--- config.mk ---
export PLATFORM = sky130hd
export DESIGN_NAME = url_scheme_host_splitter_top
export DESIGN_NICKNAME = d
export VERILOG_FILES = /design/src/design/ushs_pkg.sv /design/src/design/url_scheme_host_splitter_top.sv
export SDC_FILE = /design/constraint.sdc
export NUM_CORES = 1
export LEC_CHECK = 0
export BUFFER_PORTS_ARGS = -buffer_cell sky130_fd_sc_hd__buf_2
export CAP_MARGIN = 40
export CELL_PAD_IN_SITES_DETAIL_PLACEMENT = 1
export CELL_PAD_IN_SITES_GLOBAL_PLACEMENT = 1
export CORE_MARGIN = 3
export CORE_UTILIZATION = 50
export DETAILED_ROUTE_END_ITERATION = 8
export GPL_TIMING_DRIVEN = 0
export MAX_ROUTING_LAYER = met4
export PLACE_DENSITY = 0.8
export SYNTH_ARGS = -nofsm -noshare
export SYNTH_HDL_FRONTEND = slang
export SYNTH_SLANG_ARGS = --single-unit
export TNS_END_PERCENT = 50
--- constraint.sdc ---
create_clock -name clk_i -period 7.3 [get_ports clk_i]
set_input_delay 1.095 -clock clk_i [delete_from_list [all_inputs] [get_ports clk_i]]
set_output_delay 1.095 -clock clk_i [all_outputs]
set_load 0.01 [all_outputs]
--- src/design/ushs_pkg.sv ---
// types, codes and character helpers for the url scheme and host splitter
`default_nettype none

package ushs_pkg;

  localparam int SCHEME_MAX = 9;
  localparam int HOST_MAX   = 63;
  localparam int CNT_MAX    = (HOST_MAX > SCHEME_MAX) ? HOST_MAX : SCHEME_MAX;
  localparam int CNT_W      = $clog2(CNT_MAX + 1);

  localparam logic [7:0] CHAR_COLON = 8'h3A;
  localparam logic [7:0] CHAR_SLASH = 8'h2F;
  localparam logic [7:0] CHAR_NUL   = 8'h00;

  // result kinds
  localparam logic [1:0] KIND_SCHEME  = 2'd0;
  localparam logic [1:0] KIND_HOST    = 2'd1;
  localparam logic [1:0] KIND_RES     = 2'd2;
  localparam logic [1:0] KIND_VERDICT = 2'd3;

  // verdict codes
  localparam logic [1:0] VERDICT_NONE   = 2'd0;
  localparam logic [1:0] VERDICT_FILE   = 2'd1;
  localparam logic [1:0] VERDICT_MAILTO = 2'd2;
  localparam logic [1:0] VERDICT_REMOTE = 2'd3;

  typedef enum logic [4:0] {
    PH_SCHEME = 5'b00001,
    PH_AFTER  = 5'b00010,
    PH_HOST   = 5'b00100,
    PH_RES    = 5'b01000,
    PH_FAILED = 5'b10000
  } phase_e;

  typedef struct packed {
    logic [1:0] kind;
    logic [7:0] data;
    logic [1:0] verdict;
    logic       last;
  } item_t;

  function automatic logic is_letter(input logic [7:0] c);
    is_letter = (c >= 8'h41 && c <= 8'h5A) || (c >= 8'h61 && c <= 8'h7A);
  endfunction

  function automatic logic [7:0] to_lower(input logic [7:0] c);
    to_lower = (c >= 8'h41 && c <= 8'h5A) ? (c + 8'd32) : c;
  endfunction

  // "file", one letter per position
  function automatic logic [7:0] file_char(input logic [1:0] idx);
    case (idx)
      2'd0: file_char = 8'h66;
      2'd1: file_char = 8'h69;
      2'd2: file_char = 8'h6C;
      default: file_char = 8'h65;
    endcase
  endfunction

  // "mailto", one letter per position
  function automatic logic [7:0] mailto_char(input logic [2:0] idx);
    case (idx)
      3'd0: mailto_char = 8'h6D;
      3'd1: mailto_char = 8'h61;
      3'd2: mailto_char = 8'h69;
      3'd3: mailto_char = 8'h6C;
      3'd4: mailto_char = 8'h74;
      3'd5: mailto_char = 8'h6F;
      default: mailto_char = 8'h6D;
    endcase
  endfunction

  function automatic item_t mk_item(input logic [1:0] kind, input logic [7:0] data,
                                    input logic [1:0] verdict, input logic last);
    mk_item.kind    = kind;
    mk_item.data    = data;
    mk_item.verdict = verdict;
    mk_item.last    = last;
  endfunction

endpackage

`default_nettype wire

--- src/design/url_scheme_host_splitter_top.sv ---
// url scheme and host splitter: byte stream in, classified bytes and verdict out
//
// input channel: one url byte per item (in_byte_i, end_of_url_i on the final byte),
//   accepted at a clock edge with in_valid_i high and in_stall_o low
// output channel: one result item per handshake (part_kind_o, out_byte_o,
//   verdict_o, run_last_o), taken at an edge with out_valid_o high, out_stall_i low
// each url ends with one verdict item carrying run_last_o
// path: an accepted item waits in the input register until the result buffer, which
//   drives the outputs, is empty or is handing over its last result, then loads in
// throughput: one item per cycle while items give at most one result each and
//   out_stall_i is low; the three-slot result buffer drains one result per cycle
//   while unstalled, so an item giving two or three results (held slash, filler
//   slash, verdict) holds the input until the buffer has drained
// when the receiver stalls, the buffer holds its head item steady and the input
//   register fills, then in_stall_o rises; nothing is dropped
// reset: buffers empty, parser back in the scheme phase with match flags set
`default_nettype none

module url_scheme_host_splitter_top import ushs_pkg::*; (
  input  wire logic       clk_i,
  input  wire logic       rst_ni,
  input  wire logic       in_valid_i,
  output logic            in_stall_o,
  input  wire logic [7:0] in_byte_i,
  input  wire logic       end_of_url_i,
  output logic            out_valid_o,
  input  wire logic       out_stall_i,
  output logic [1:0]      part_kind_o,
  output logic [7:0]      out_byte_o,
  output logic [1:0]      verdict_o,
  output logic            run_last_o
);

  // input register
  logic       in_full_q, in_full_d;
  logic [7:0] byte_q;
  logic       last_q;

  // parser state
  phase_e           phase_q, phase_d;
  logic [CNT_W-1:0] pcnt_q, pcnt_d;
  logic             slash_q, slash_d;
  logic             file_q, file_d;
  logic             mailto_q, mailto_d;
  logic             empty_q, empty_d;

  // result buffer, slot 0 drives the outputs
  item_t      slot_q [3];
  item_t      slot_d [3];
  logic [1:0] buf_cnt_q, buf_cnt_d;

  // results of the item in the input register
  item_t      res   [3];
  logic [1:0] res_n;
  logic [7:0] lc;

  logic pop, fire, accept;

  assign pop    = (buf_cnt_q != 2'd0) && !out_stall_i;
  // parse when the buffer is empty by the end of this cycle
  assign fire   = in_full_q && ((buf_cnt_q == 2'd0) || ((buf_cnt_q == 2'd1) && pop));
  assign in_stall_o = in_full_q && !fire;
  assign accept = in_valid_i && !in_stall_o;

  assign out_valid_o = (buf_cnt_q != 2'd0);
  assign part_kind_o = slot_q[0].kind;
  assign out_byte_o  = slot_q[0].data;
  assign verdict_o   = slot_q[0].verdict;
  assign run_last_o  = slot_q[0].last;

  always_comb begin
    in_full_d = in_full_q;
    if (accept) begin
      in_full_d = 1'b1;
    end else if (fire) begin
      in_full_d = 1'b0;
    end
  end

  // one parse step: byte handling, then end-of-url tail
  always_comb begin
    phase_d  = phase_q;
    pcnt_d   = pcnt_q;
    slash_d  = slash_q;
    file_d   = file_q;
    mailto_d = mailto_q;
    empty_d  = empty_q;
    res_n    = 2'd0;
    lc       = to_lower(byte_q);
    for (int i = 0; i < 3; i++) begin
      res[i] = mk_item(KIND_RES, CHAR_NUL, VERDICT_NONE, 1'b0);
    end

    case (phase_q)
      PH_SCHEME: begin
        if (is_letter(byte_q)) begin
          if (pcnt_q < CNT_W'(SCHEME_MAX)) begin
            file_d   = file_q && (pcnt_q < CNT_W'(4)) && (lc == file_char(pcnt_q[1:0]));
            mailto_d = mailto_q && (pcnt_q < CNT_W'(6)) && (lc == mailto_char(pcnt_q[2:0]));
            pcnt_d   = pcnt_q + CNT_W'(1);
            res[res_n] = mk_item(KIND_SCHEME, lc, VERDICT_NONE, 1'b0);
            res_n      = res_n + 2'd1;
          end else begin
            phase_d = PH_FAILED;
          end
        end else if (byte_q == CHAR_COLON && pcnt_q >= CNT_W'(2)) begin
          file_d   = file_q && (pcnt_q == CNT_W'(4));
          mailto_d = mailto_q && (pcnt_q == CNT_W'(6));
          pcnt_d   = '0;
          phase_d  = PH_AFTER;
        end else begin
          phase_d = PH_FAILED;
        end
      end
      PH_AFTER: begin
        if (slash_q) begin
          slash_d = 1'b0;
          if (byte_q == CHAR_SLASH) begin
            phase_d = PH_HOST;
          end else begin
            res[res_n] = mk_item(KIND_RES, CHAR_SLASH, VERDICT_NONE, 1'b0);
            res_n      = res_n + 2'd1;
            res[res_n] = mk_item(KIND_RES, byte_q, VERDICT_NONE, 1'b0);
            res_n      = res_n + 2'd1;
            empty_d    = 1'b0;
            phase_d    = PH_RES;
          end
        end else if (byte_q == CHAR_SLASH) begin
          slash_d = 1'b1;
        end else begin
          res[res_n] = mk_item(KIND_RES, byte_q, VERDICT_NONE, 1'b0);
          res_n      = res_n + 2'd1;
          empty_d    = 1'b0;
          phase_d    = PH_RES;
        end
      end
      PH_HOST: begin
        // a slash or an overlong host switches to resource
        if (byte_q == CHAR_SLASH || pcnt_q >= CNT_W'(HOST_MAX)) begin
          res[res_n] = mk_item(KIND_RES, byte_q, VERDICT_NONE, 1'b0);
          res_n      = res_n + 2'd1;
          empty_d    = 1'b0;
          phase_d    = PH_RES;
        end else begin
          res[res_n] = mk_item(KIND_HOST, lc, VERDICT_NONE, 1'b0);
          res_n      = res_n + 2'd1;
          pcnt_d     = pcnt_q + CNT_W'(1);
        end
      end
      PH_RES: begin
        res[res_n] = mk_item(KIND_RES, byte_q, VERDICT_NONE, 1'b0);
        res_n      = res_n + 2'd1;
        empty_d    = 1'b0;
      end
      default: begin
      end
    endcase

    if (last_q) begin
      if (phase_d == PH_SCHEME || phase_d == PH_FAILED) begin
        res[res_n] = mk_item(KIND_VERDICT, CHAR_NUL, VERDICT_NONE, 1'b1);
        res_n      = res_n + 2'd1;
      end else begin
        // a held slash goes out first, then a filler slash for an empty resource
        if (slash_d) begin
          res[res_n] = mk_item(KIND_RES, CHAR_SLASH, VERDICT_NONE, 1'b0);
          res_n      = res_n + 2'd1;
          empty_d    = 1'b0;
        end
        if (empty_d) begin
          res[res_n] = mk_item(KIND_RES, CHAR_SLASH, VERDICT_NONE, 1'b0);
          res_n      = res_n + 2'd1;
        end
        res[res_n] = mk_item(KIND_VERDICT, CHAR_NUL,
                             file_d ? VERDICT_FILE : (mailto_d ? VERDICT_MAILTO : VERDICT_REMOTE),
                             1'b1);
        res_n      = res_n + 2'd1;
      end
      // back to reset state for the next url
      phase_d  = PH_SCHEME;
      pcnt_d   = '0;
      slash_d  = 1'b0;
      file_d   = 1'b1;
      mailto_d = 1'b1;
      empty_d  = 1'b1;
    end
  end

  // result buffer: load on a parse step, else shift on a pop
  always_comb begin
    slot_d    = slot_q;
    buf_cnt_d = buf_cnt_q;
    if (fire) begin
      slot_d    = res;
      buf_cnt_d = res_n;
    end else if (pop) begin
      slot_d[0] = slot_q[1];
      slot_d[1] = slot_q[2];
      buf_cnt_d = buf_cnt_q - 2'd1;
    end
  end

  always_ff @(posedge clk_i or negedge rst_ni) begin
    if (!rst_ni) begin
      in_full_q <= 1'b0;
      buf_cnt_q <= 2'd0;
      phase_q   <= PH_SCHEME;
      pcnt_q    <= '0;
      slash_q   <= 1'b0;
      file_q    <= 1'b1;
      mailto_q  <= 1'b1;
      empty_q   <= 1'b1;
    end else begin
      in_full_q <= in_full_d;
      buf_cnt_q <= buf_cnt_d;
      if (fire) begin
        phase_q  <= phase_d;
        pcnt_q   <= pcnt_d;
        slash_q  <= slash_d;
        file_q   <= file_d;
        mailto_q <= mailto_d;
        empty_q  <= empty_d;
      end
    end
  end

  // payload registers, no reset
  always_ff @(posedge clk_i) begin
    if (accept) begin
      byte_q <= in_byte_i;
      last_q <= end_of_url_i;
    end
    slot_q <= slot_d;
  end

endmodule

`default_nettype wire

After elaboration in Yosys (flattened, before gate mapping)
Index checks and enable logic that the tools add are counted. Widths: inputs -> output; s select.

Register bits after elaboration: 66. Output and inout port bits: 15.

$add $sub $neg: 6. Order comparisons: 15. Eq/ne operators: 23. Mux-type cells: 91. Bitwise logic cells: 12. Reduce and logical (&&, ||, !) cells: 32.

Operators by type and width (number): $mux 39 (8); $mux 13 (9); $demux 13 s2 (3); $mux 8 (7); $mux 26 (2); $pmux 13 s4 (1); $and 21x21->21 (2); $not 21->21 (2); $bwmux 39 (1); $or 18x18->18 (2); $mux 5 (7); $and 30x30->30 (1); $mux 6 (5); $not 30->30 (1); $mux 1 (26); $mux 2 (13); $pmux 5 s5 (1); $mux 22 (1); $logic_and 1x1->1 (17); $eq 8x6->1 const B (2); $eq 8x8->1 (2); $ge 8x7->1 const B (2); $le 8x7->1 const B (2); $pmux 5 s3 (1); 38 further kinds (61).

Longest topological paths before layout
Gate-level depths: netlist (run 1).

Depth in word-level cells: 23. Mapped depth: 15. Mapped depth without buffers: 15.

Worst setup path after synthesis (run 1)
No wires, ideal clock.

Path type: flip-flop to flip-flop. Start point: register byte_q[1]. End point: register slot_q, in the netlist part_kind_o[0], data pin. Library setup time: 261 ps. Arrival time: 3468 ps. Required time: 7039 ps. Path slack: 3571 ps. Cell stages (with the launch flop): 15. Path buffers: 1. Clock period less this slack: 3729 ps. Cell sequence: edfxtp_1 -> buf_6 -> or4_4 -> o32ai_2 -> nor3_2 -> and3_2 -> a21oi_4 -> ha_1 -> a21oi_1 -> ha_1 -> o21a_1 -> ha_1 -> nor2_1 -> a31oi_1 -> a221o_1.

RTL lines: from (decl) (RTL line url_scheme_host_splitter_top.sv:36) `logic [7:0] byte_q;`; from (signal assigned) (RTL line url_scheme_host_splitter_top.sv:230) `byte_q <= in_byte_i;`; to (signal assigned) (RTL line url_scheme_host_splitter_top.sv:233) `slot_q <= slot_d;`; to (decl) (RTL line url_scheme_host_splitter_top.sv:48) `item_t slot_q [3];`.

==> results.tsv, run 1 <==
metric	value	unit
cts_sinks	55	
ys.flop_type	edfxtp_1	
track_usage	26.67	%
layout-drive-gt1-share	21.99	%
place_ws	2.986	ns
critical_path_class	reg -> reg	
layout_setup_ws	2.896	ns
design_area	0.004237	mm²
ys_warn_count	0	
cpMostUsedCell	ha_1	
worstMarginPinSlew	0.6842	ns
start_util	52.51	%
finClkSkew	0.01260	ns
critPathMaxStageDelay	0.49	ns
finalSetupTns	0	ns
fp.dieH	93.98	µm
die_x	93.98	µm
grt_setup_unrepaired	no	
ys_types	81	
dieArea	0.008831	mm²
crit_arrival	4.54	ns
gp_congestion	0.9555	
final-hold-violation-count	0	
io_buffers	27	
crit_required	7.43	ns
maxCapViolations	0	
cts_made_buffers	5	
insertion_delay	0.33	ns
slowest_stage	dfrtp_1	
startpoint	pcnt_q[1]	
timing.rr.start	pcnt_q[1]	
post-route-drc-count	0	
yosysSeqAreaShare	40.48	%
num_antenna_cells	0	
status	complete, no violations	
fp-row-count	31	
wirelength	10.71	mm
synth-edff-count	37	
timing.slew.headroom	53.79	%
period_needed	4.404	ns
crit_path_end_kind	flop	
layout_commonest_cell	nand2_1	
reg2reg_slack	2.90	ns
start_kind	flop	
placed_area	0.004148	mm²
drt-initial-drc-count	192	
worstReg2RegEnd	slot_q[19]	
final_cell_mix	nand2_1 (41), edfxtp_1 (37), o21ai_0 (31)	
grt_pass1_vias	3337	
synth_area	0.003870	mm²
netlist_instances	396	
setup_violations	0	
cts-root-buf	clkbuf_8	
avgSynthCellArea	9.773	µm²
fmax	227.1	MHz
synth.top_cell.area_share	28.71	%
crit_chain	inv_1, ha_1, a21boi_0, nor3_1, and3_2, a21oi_4, ha_1, a21oi_1, ha_1, o21a_1, ha_1, a2111oi_4, nor2_1, a221oi_1	
synth_area_leader_cell	edfxtp_1	
holdPathStages	2	
syn_nets	430	
io_pins	28	
synth_area_leaders	edfxtp_1 (29%), dfrtp_1 (9.1%), ha_1 (6.8%), o21ai_0 (4.1%), nand2_1 (4.0%)	
dp_hpwl	8.238	mm
grt_max_degree	19	
utilization	57.49	%
grt_pass1_wl	17.75	mm
finalCritPeriodShare	60.33	%
synth.ff_latch_count	55	
antenna_found_initial	0	
via_count	3273	
ant_nets	0	
hold_buffers	0	
grt.overflow.total	0	
clkTransAtPathRegs	0.10	ns
cts_setup_buffers	0	
wl_per_cell	20.16	µm
cp_max_fo	8	
async_flop_share	32.73	%
htreeDepth	2	
cts_tree	done	
power	1658	µW
powerDensity	391.4	mW/mm²
cts_resized	0	
nets	465	
cts_buffer_depth	2	
critPathCapture	slot_q[19]	
ir_drop	0.0001770	V
syn_to_final_growth	9.473	%
leakagePower	0.001800	µW
r2r_cells	14	
hp-class	reg -> reg	
drtPass1Iterations	4	
drv_slew	0	
core_area	0.007370	mm²
viasPerCell	6.164	
## state kept, by name, summed over array words and instances (netlist names)
name	cells
out_byte_o	8
file_q	1
byte_q	8
buf_cnt_q	2
run_last_o	1
phase_q	5
verdict_o	2
part_kind_o	2
slash_q	1
in_full_q	1
slot_q	15
empty_q	1
last_q	1
mailto_q	1
pcnt_q	6
## report_power, final
part,total (µW),switching (µW),internal [µW]
Clock,181,112,69.4
Combinational,922,574,348
Sequential,555,54.8,500
Total,1660,741,917
## critical path, delay by kind of cell (launching register included)
family / cells / cell delay [ns]
AOI/OAI and AO/OA: 6 / 1.40
adders and majority gates: 4 / 1.21
and+or+nand+nor: 3 / 0.91
DFF: 1 / 0.49
buffers and inverters: 1 / 0.19
## how the worst min path moves through the flow
stage | slack [ns] | to | startpoint
detailed placement | 0.49 | empty_q | empty_q
floorplan | 0.47 | empty_q | empty_q
CTS | 0.50 | empty_q | empty_q
global placement | 0.48 | empty_q | empty_q
global route | 0.52 | empty_q | empty_q
finish | 0.51 | empty_q | empty_q
## metrics by stage
step / hold slack (ns) / instances
after floorplan: 0.4655 / 396
after global placement: 0.4768 / 522
after detailed placement: 0.4885 / 523
after CTS: 0.5043 / 531
after global routing: 0.5229 / 531
final: 0.5077 / 531
## cells by family after synthesis
| family | share of synthesized area, % |
|---|---|
| AO/OA/AOI/OAI | 24.18 |
| XOR/XNOR | 2.263 |
| adder cells (fa/ha/maj) | 6.789 |
| buffers and inverters | 8.794 |
| flip-flops | 40.48 |
| multiplexers | 1.099 |
| AND/OR/NAND/NOR | 16.39 |
## routing by layer
metal  GRT usage, %  wire [µm]  vias to the layer above  part of all wire, %
met2          43.52       5279                       74                   49
met1          35.01       4854                     1651                   45
met5              -          0                        -                    0
li1               -          -                     1530                    -
met4          7.100        176                        0                  1.6
met3          3.686        396                       18                  3.7
## area by class of cell
class	instances	area [µm²]
plain buffers	30	231.5
clock buffers	6	72.57
clock inverters	2	16.27
fillers	878	3133
inverters	29	108.9
multi-input cells	282	1967
flip-flops and latches	55	1567
well taps	99	123.9
repair buffers	28	150.1
## synthesized netlist by cell type, types with 3 or more instances
library cell and instances:
dfstp_2 4, xor2_1 6, or2_2 5, a31oi_1 4, nand3_1 9, nor2_1 30
clkbuf_1 5, o21ai_0 32, o211a_1 4, o221ai_1 3, nor4_1 3, ha_1 21
nand2b_1 3, xnor2_1 4, buf_6 4, a21oi_1 17, a211oi_1 7, edfxtp_1 37
nand2_1 41, buf_4 18, o211ai_1 4, o41ai_1 4, o31ai_1 5, nor3_1 4
inv_1 28, nand4_1 5, and2_1 3, dfrtp_1 14, a221oi_1 4, o22ai_1 3
No activity file was read; power rests on OpenSTA's default activity.
==> inputs of run 2 (changes only) <==
- CORE_UTILIZATION: 50 -> 48
- PLACE_DENSITY: 0.8 -> 0.77
- clock period: 7.3 -> 4.2 ns (I/O delays scaled with it)
==> run 2 against run 1 <==
Effect of this change: design area up 2.0%; die area up 3.9%; clock skew down 0.00065 ns; sequential share of layout area down 0.74 points; non-clock buffer count up 5; hold slack worse by 0.27 ns; largest cell class unchanged; highest routed layer unchanged.
==> results.tsv, run 2 (synthesis gave the netlist of run 1 again) <==
metric	value	unit
power	2926	µW
clkTransAtPathRegs	0.12	ns
slowest_stage	or4_4	
place_ws	-0.07519	ns
place_inst	526	
post-route-drc-count	0	
dieArea	0.009176	mm²
fin_cells	539	
leakagePower	0.001835	µW
num_antenna_cells	0	
reg2reg_slack	0.13	ns
cts_sinks	55	
cts-root-buf	clkbuf_8	
fmax	245.7	MHz
finClkSkew	0.01194	ns
finalCritPeriodShare	96.89	%
layout_commonest_cell	nand2_1	
drv_slew	0	
critPathMaxStageDelay	0.55	ns
regMostFlops	slot_q	
grt.overflow.total	0	
setup_violations	0	
antenna_found_initial	0	
crit_required	4.29	ns
fp-row-count	32	
crit_arrival	4.16	ns
via_count	3256	
layout-drive-gt1-share	24.94	%
maxCapViolations	0	
wl_per_cell	19.87	µm
layout_setup_ws	0.1305	ns
cts_buffer_depth	2	
timing.slew.headroom	53.77	%
final-hold-violation-count	0	
critical_path_class	reg -> reg	
utilization	55.65	%
track_usage	25.33	%
ir_drop	0.0003132	V
status	complete, no violations	
syn_to_final_growth	11.70	%
viasPerCell	6.041	
drtPass1Iterations	5	
final_cell_mix	nand2_1 (41), edfxtp_1 (37), o21ai_0 (31)	
insertion_delay	0.33	ns
cts_made_buffers	5	
dp_hpwl	8.020	mm
core_area	0.007767	mm²
grt_pass1_wl	17.26	mm
design_area	0.004323	mm²
largest_reg_flops	15	
gp_congestion	0.9291	
hp-class	in -> async	
io_pins	28	
grt_pass1_vias	3339	
io_buffers	27	
die_x	95.79	µm
htreeDepth	2	
wirelength	10.71	mm
cpMostUsedCell	ha_1	
fp.dieH	95.79	µm
hold_buffers	0	
start_kind	flop	
start_util	49.82	%
ant_nets	0	
worstMarginPinSlew	0.6845	ns
cts_tree	done	
drt-initial-drc-count	188	
crit_chain	buf_6, or4_4, o32ai_2, nor3_2, and3_2, a21oi_4, ha_1, a21oi_2, ha_1, o21a_1, ha_1, nor2_2, a31oi_4, a221o_1	
powerDensity	676.8	mW/mm²
crit_path_end_kind	flop	
nets	470	
placed_area	0.004151	mm²
cp_max_fo	9	
grt_max_degree	19	
period_needed	4.069	ns
run 2: changes by cell type in the layout (fill, tap and decap cells not counted), sizes merged:
cell	change
buf	+5
clkbuf	-1
clkinv	+2
clkinvlp	-1
run 2: worst paths after layout:
path                              startpoint             end  cells after the start
worst min register to register       empty_q         empty_q                      2
worst min-delay path                  rst_ni      phase_q[1]                      1
min in group clk_i              in_byte_i[6]       byte_q[6]                      1
worst max register to register     byte_q[1]  part_kind_o[0]                     14
max in group asynchronous             rst_ni         empty_q                      1
worst max-delay path               byte_q[1]  part_kind_o[0]                     14
run 2: metrics by stage:
stage	TNS, ns	hold WS [ns]
final	0	0.2378
after global routing	-0.004636	0.2562
after CTS	0	0.2505
after detailed placement	-0.2094	0.4922
after global placement	-0.07402	0.4746
after floorplan	0	0.3344
run 2: per-layer routing:
layer | GRT usage, % | wire, µm | up-vias
met5 | - | 0 | -
met4 | 7.464 | 261 | 0
met3 | 3.127 | 400 | 22
met2 | 40.30 | 5069 | 79
met1 | 33.99 | 4975 | 1615
li1 | - | - | 1540
run 2: layout make-up:
type                            count  area, µm²
Tap cell                          102      127.6
Clock buffer                        5      68.82
Buffer                             30      231.5
Timing Repair Buffer               33      187.7
Inverter                           29      108.9
Sequential cell                    55       1567
Clock inverter                      3      22.52
Multi-Input combinational cell    282       2009
Fill cell                         894       3445
run 2: worst max-delay path: cells and delay by family (launching register included):
family          cells  cell delay [ns]
compound gates      6             1.32
simple gates        4             1.15
buf+inv             1             0.16
flops               1             0.39
fa+ha+maj           3             0.82
run 2: what timing repair did:
item	4_1_cts	5_1_grt
setup buffers	0	5
endpoints found under the setup margin	6	14
pin swaps	0	3
resized for setup	2	7
run 2: power breakdown:
part / leakage [µW] / internal [µW] / switching, µW / total [µW]
clock: 0.0000485 / 120 / 197 / 317
sequential: 0.000592 / 868 / 90.0 / 958
combinational: 0.00119 / 634 / 1020 / 1650
==> inputs of run 3 (changes only) <==
- CORE_MARGIN: 3 -> unset
==> run 3 against run 2 <==
Effect of this change: design area shrank 0.55%; largest cell class unchanged; die area decreased by 8.2%; largest power group unchanged; global-route usage grew 3.5 points; critical path depth unchanged; highest routed layer unchanged; first-iteration DRC count down 23%; critical path type unchanged; cell count shrank 0.56%.
==> results.tsv, run 3 (synthesis gave the netlist of run 1 again) <==
metric	value	unit
status	complete, no violations	
final_cell_mix	nand2_1 (41), edfxtp_1 (37), o21ai_0 (31)	
start_util	49.82	%
drt-initial-drc-count	145	
fp-row-count	32	
p_clk_share	10.8	%
syn_to_final_growth	11.09	%
start_kind	flop	
p_seq_share	32.9	%
fmax	247.3	MHz
cts_sinks	55	
drv_slew	0	
io_buffers	27	
startpoint	byte_q[0]	
io_pins	28	
dp_hpwl	8.393	mm
fill_cells	905	
multi_input_area	0.002009	mm²
wl_per_cell	20.91	µm
post-route-drc-count	0	
track_usage	28.78	%
p_comb_share	56.3	%
worstMarginPinSlew	0.8281	ns
powerDensity	682.2	mW/mm²
regMostFlops	slot_q	
place_ws	-0.2050	ns
grt_pass1_vias	3436	
dieArea	0.008425	mm²
nets	467	
crit_arrival	4.19	ns
grt_max_degree	19	
hp-class	in -> async	
layout-drive-gt1-share	24.19	%
antenna_found_initial	0	
clkTransAtPathRegs	0.11	ns
layout_commonest_cell	nand2_1	
p_int	1611	µW
seq_area	0.001567	mm²
switching_share	45.09	%
finalCritPeriodShare	96.28	%
gp_congestion	0.8991	
core_area	0.007767	mm²
finalSetupTns	0	ns
layout_setup_ws	0.1562	ns
timing.slew.headroom	44.07	%
r2r_cells	14	
slowest_stage	or4_4	
cts_buffer_depth	2	
crit_required	4.34	ns
fp.dieH	91.79	µm
cts_tree	done	
num_antenna_cells	0	
leakagePower	0.001823	µW
via_count	3307	
ant_nets	0	
final-hold-violation-count	0	
wirelength	11.21	mm
cts_made_buffers	5	
die_x	91.79	µm
cts-root-buf	clkbuf_8	
grt_pass1_wl	17.98	mm
crit_chain	buf_4, or4_4, o32ai_2, nor3_2, and3_2, a21oi_4, ha_1, a21oi_4, ha_1, o21a_1, ha_1, a2111oi_4, nor2_2, a221oi_1	
viasPerCell	6.170	
crit_path_end_kind	flop	
finClkSkew	0.01015	ns
critPathMaxStageDelay	0.53	ns
insertion_delay	0.33	ns
period_needed	4.044	ns
switchingPower	1322	µW
cp_max_fo	10	
critical_path_class	reg -> reg	
largest_reg_flops	15	
ir_drop	0.0003095	V
drtPass1Iterations	5	
maxCapViolations	0	
grt.overflow.total	0	
timing.rr.start	byte_q[0]	
cpMostUsedCell	ha_1	
setup_violations	0	
htreeDepth	2	
==> run 3: final cells by class <==
class / instances / share of cell area [%]
buffer: 30 / 5.384
clock buffer: 6 / 1.688
clock inverter: 2 / 0.4075
inverter: 29 / 2.532
multi-input combinational: 282 / 46.74
sequential: 55 / 36.44
tap: 102 / 2.969
timing repair buffer: 30 / 3.842
==> run 3: power groups by stage <==
stage          Clock [µW]  Combinational, µW  Sequential [µW]
6_report              318               1650              964
5_1_grt               332               1790              984
4_1_cts               317               1610              965
3_5_place_dp            0               1590              976
3_3_place_gp            0               1500              971
2_1_floorplan           0               1130              951
==> run 3: worst max-delay path, delay by kind of cell (launching register included) <==
family | cells | cell delay [ns]
AO/OA/AOI/OAI | 6 | 1.37
AND/OR/NAND/NOR | 4 | 1.07
adder cells (fa/ha/maj) | 3 | 0.83
flip-flops | 1 | 0.39
buffers and inverters | 1 | 0.19
==> run 3: final timing paths <==
| kind | endpoint | slack, ns |
|---|---|---|
| max | slot_q[16] | 0.16 |
| min | phase_q[2] | 0.24 |
| max reg2reg | slot_q[16] | 0.16 |
| min reg2reg | empty_q | 0.51 |
| max in group asynchronous | file_q | 3.61 |
| min in group clk_i | last_q | 0.48 |
==> run 3: per-layer routing <==
layer / vias up / global-route usage [%] / share of wire (%)
li1: 1527 / - / -
met1: 1663 / 35.84 / 45
met2: 92 / 48.31 / 49
met3: 25 / 4.063 / 4.0
met4: 0 / 9.635 / 2.1
met5: - / - / 0
==> run 3: per-stage QoR <==
step | cells | total power (µW) | hold WS [ns] | instance area, µm² | util (%)
after floorplan | 396 | 2077 | 0.3344 | 3870 | -
after global placement | 525 | 2473 | 0.4738 | 4133 | 53.21
after detailed placement | 526 | 2562 | 0.4872 | 4151 | 53.45
after CTS | 535 | 2888 | 0.2623 | 4258 | 54.82
after global routing | 536 | 3101 | 0.2826 | 4299 | 55.35
final | 536 | 2933 | 0.2421 | 4299 | 55.35
==> run 3: timing repair <==
action                     CTS  global route
pin swaps                    0             1
hold buffers                 0             0
resized for setup            2             7
buffers inserted             1             1
setup endpoints to repair   13            12
gates cloned                 0             0
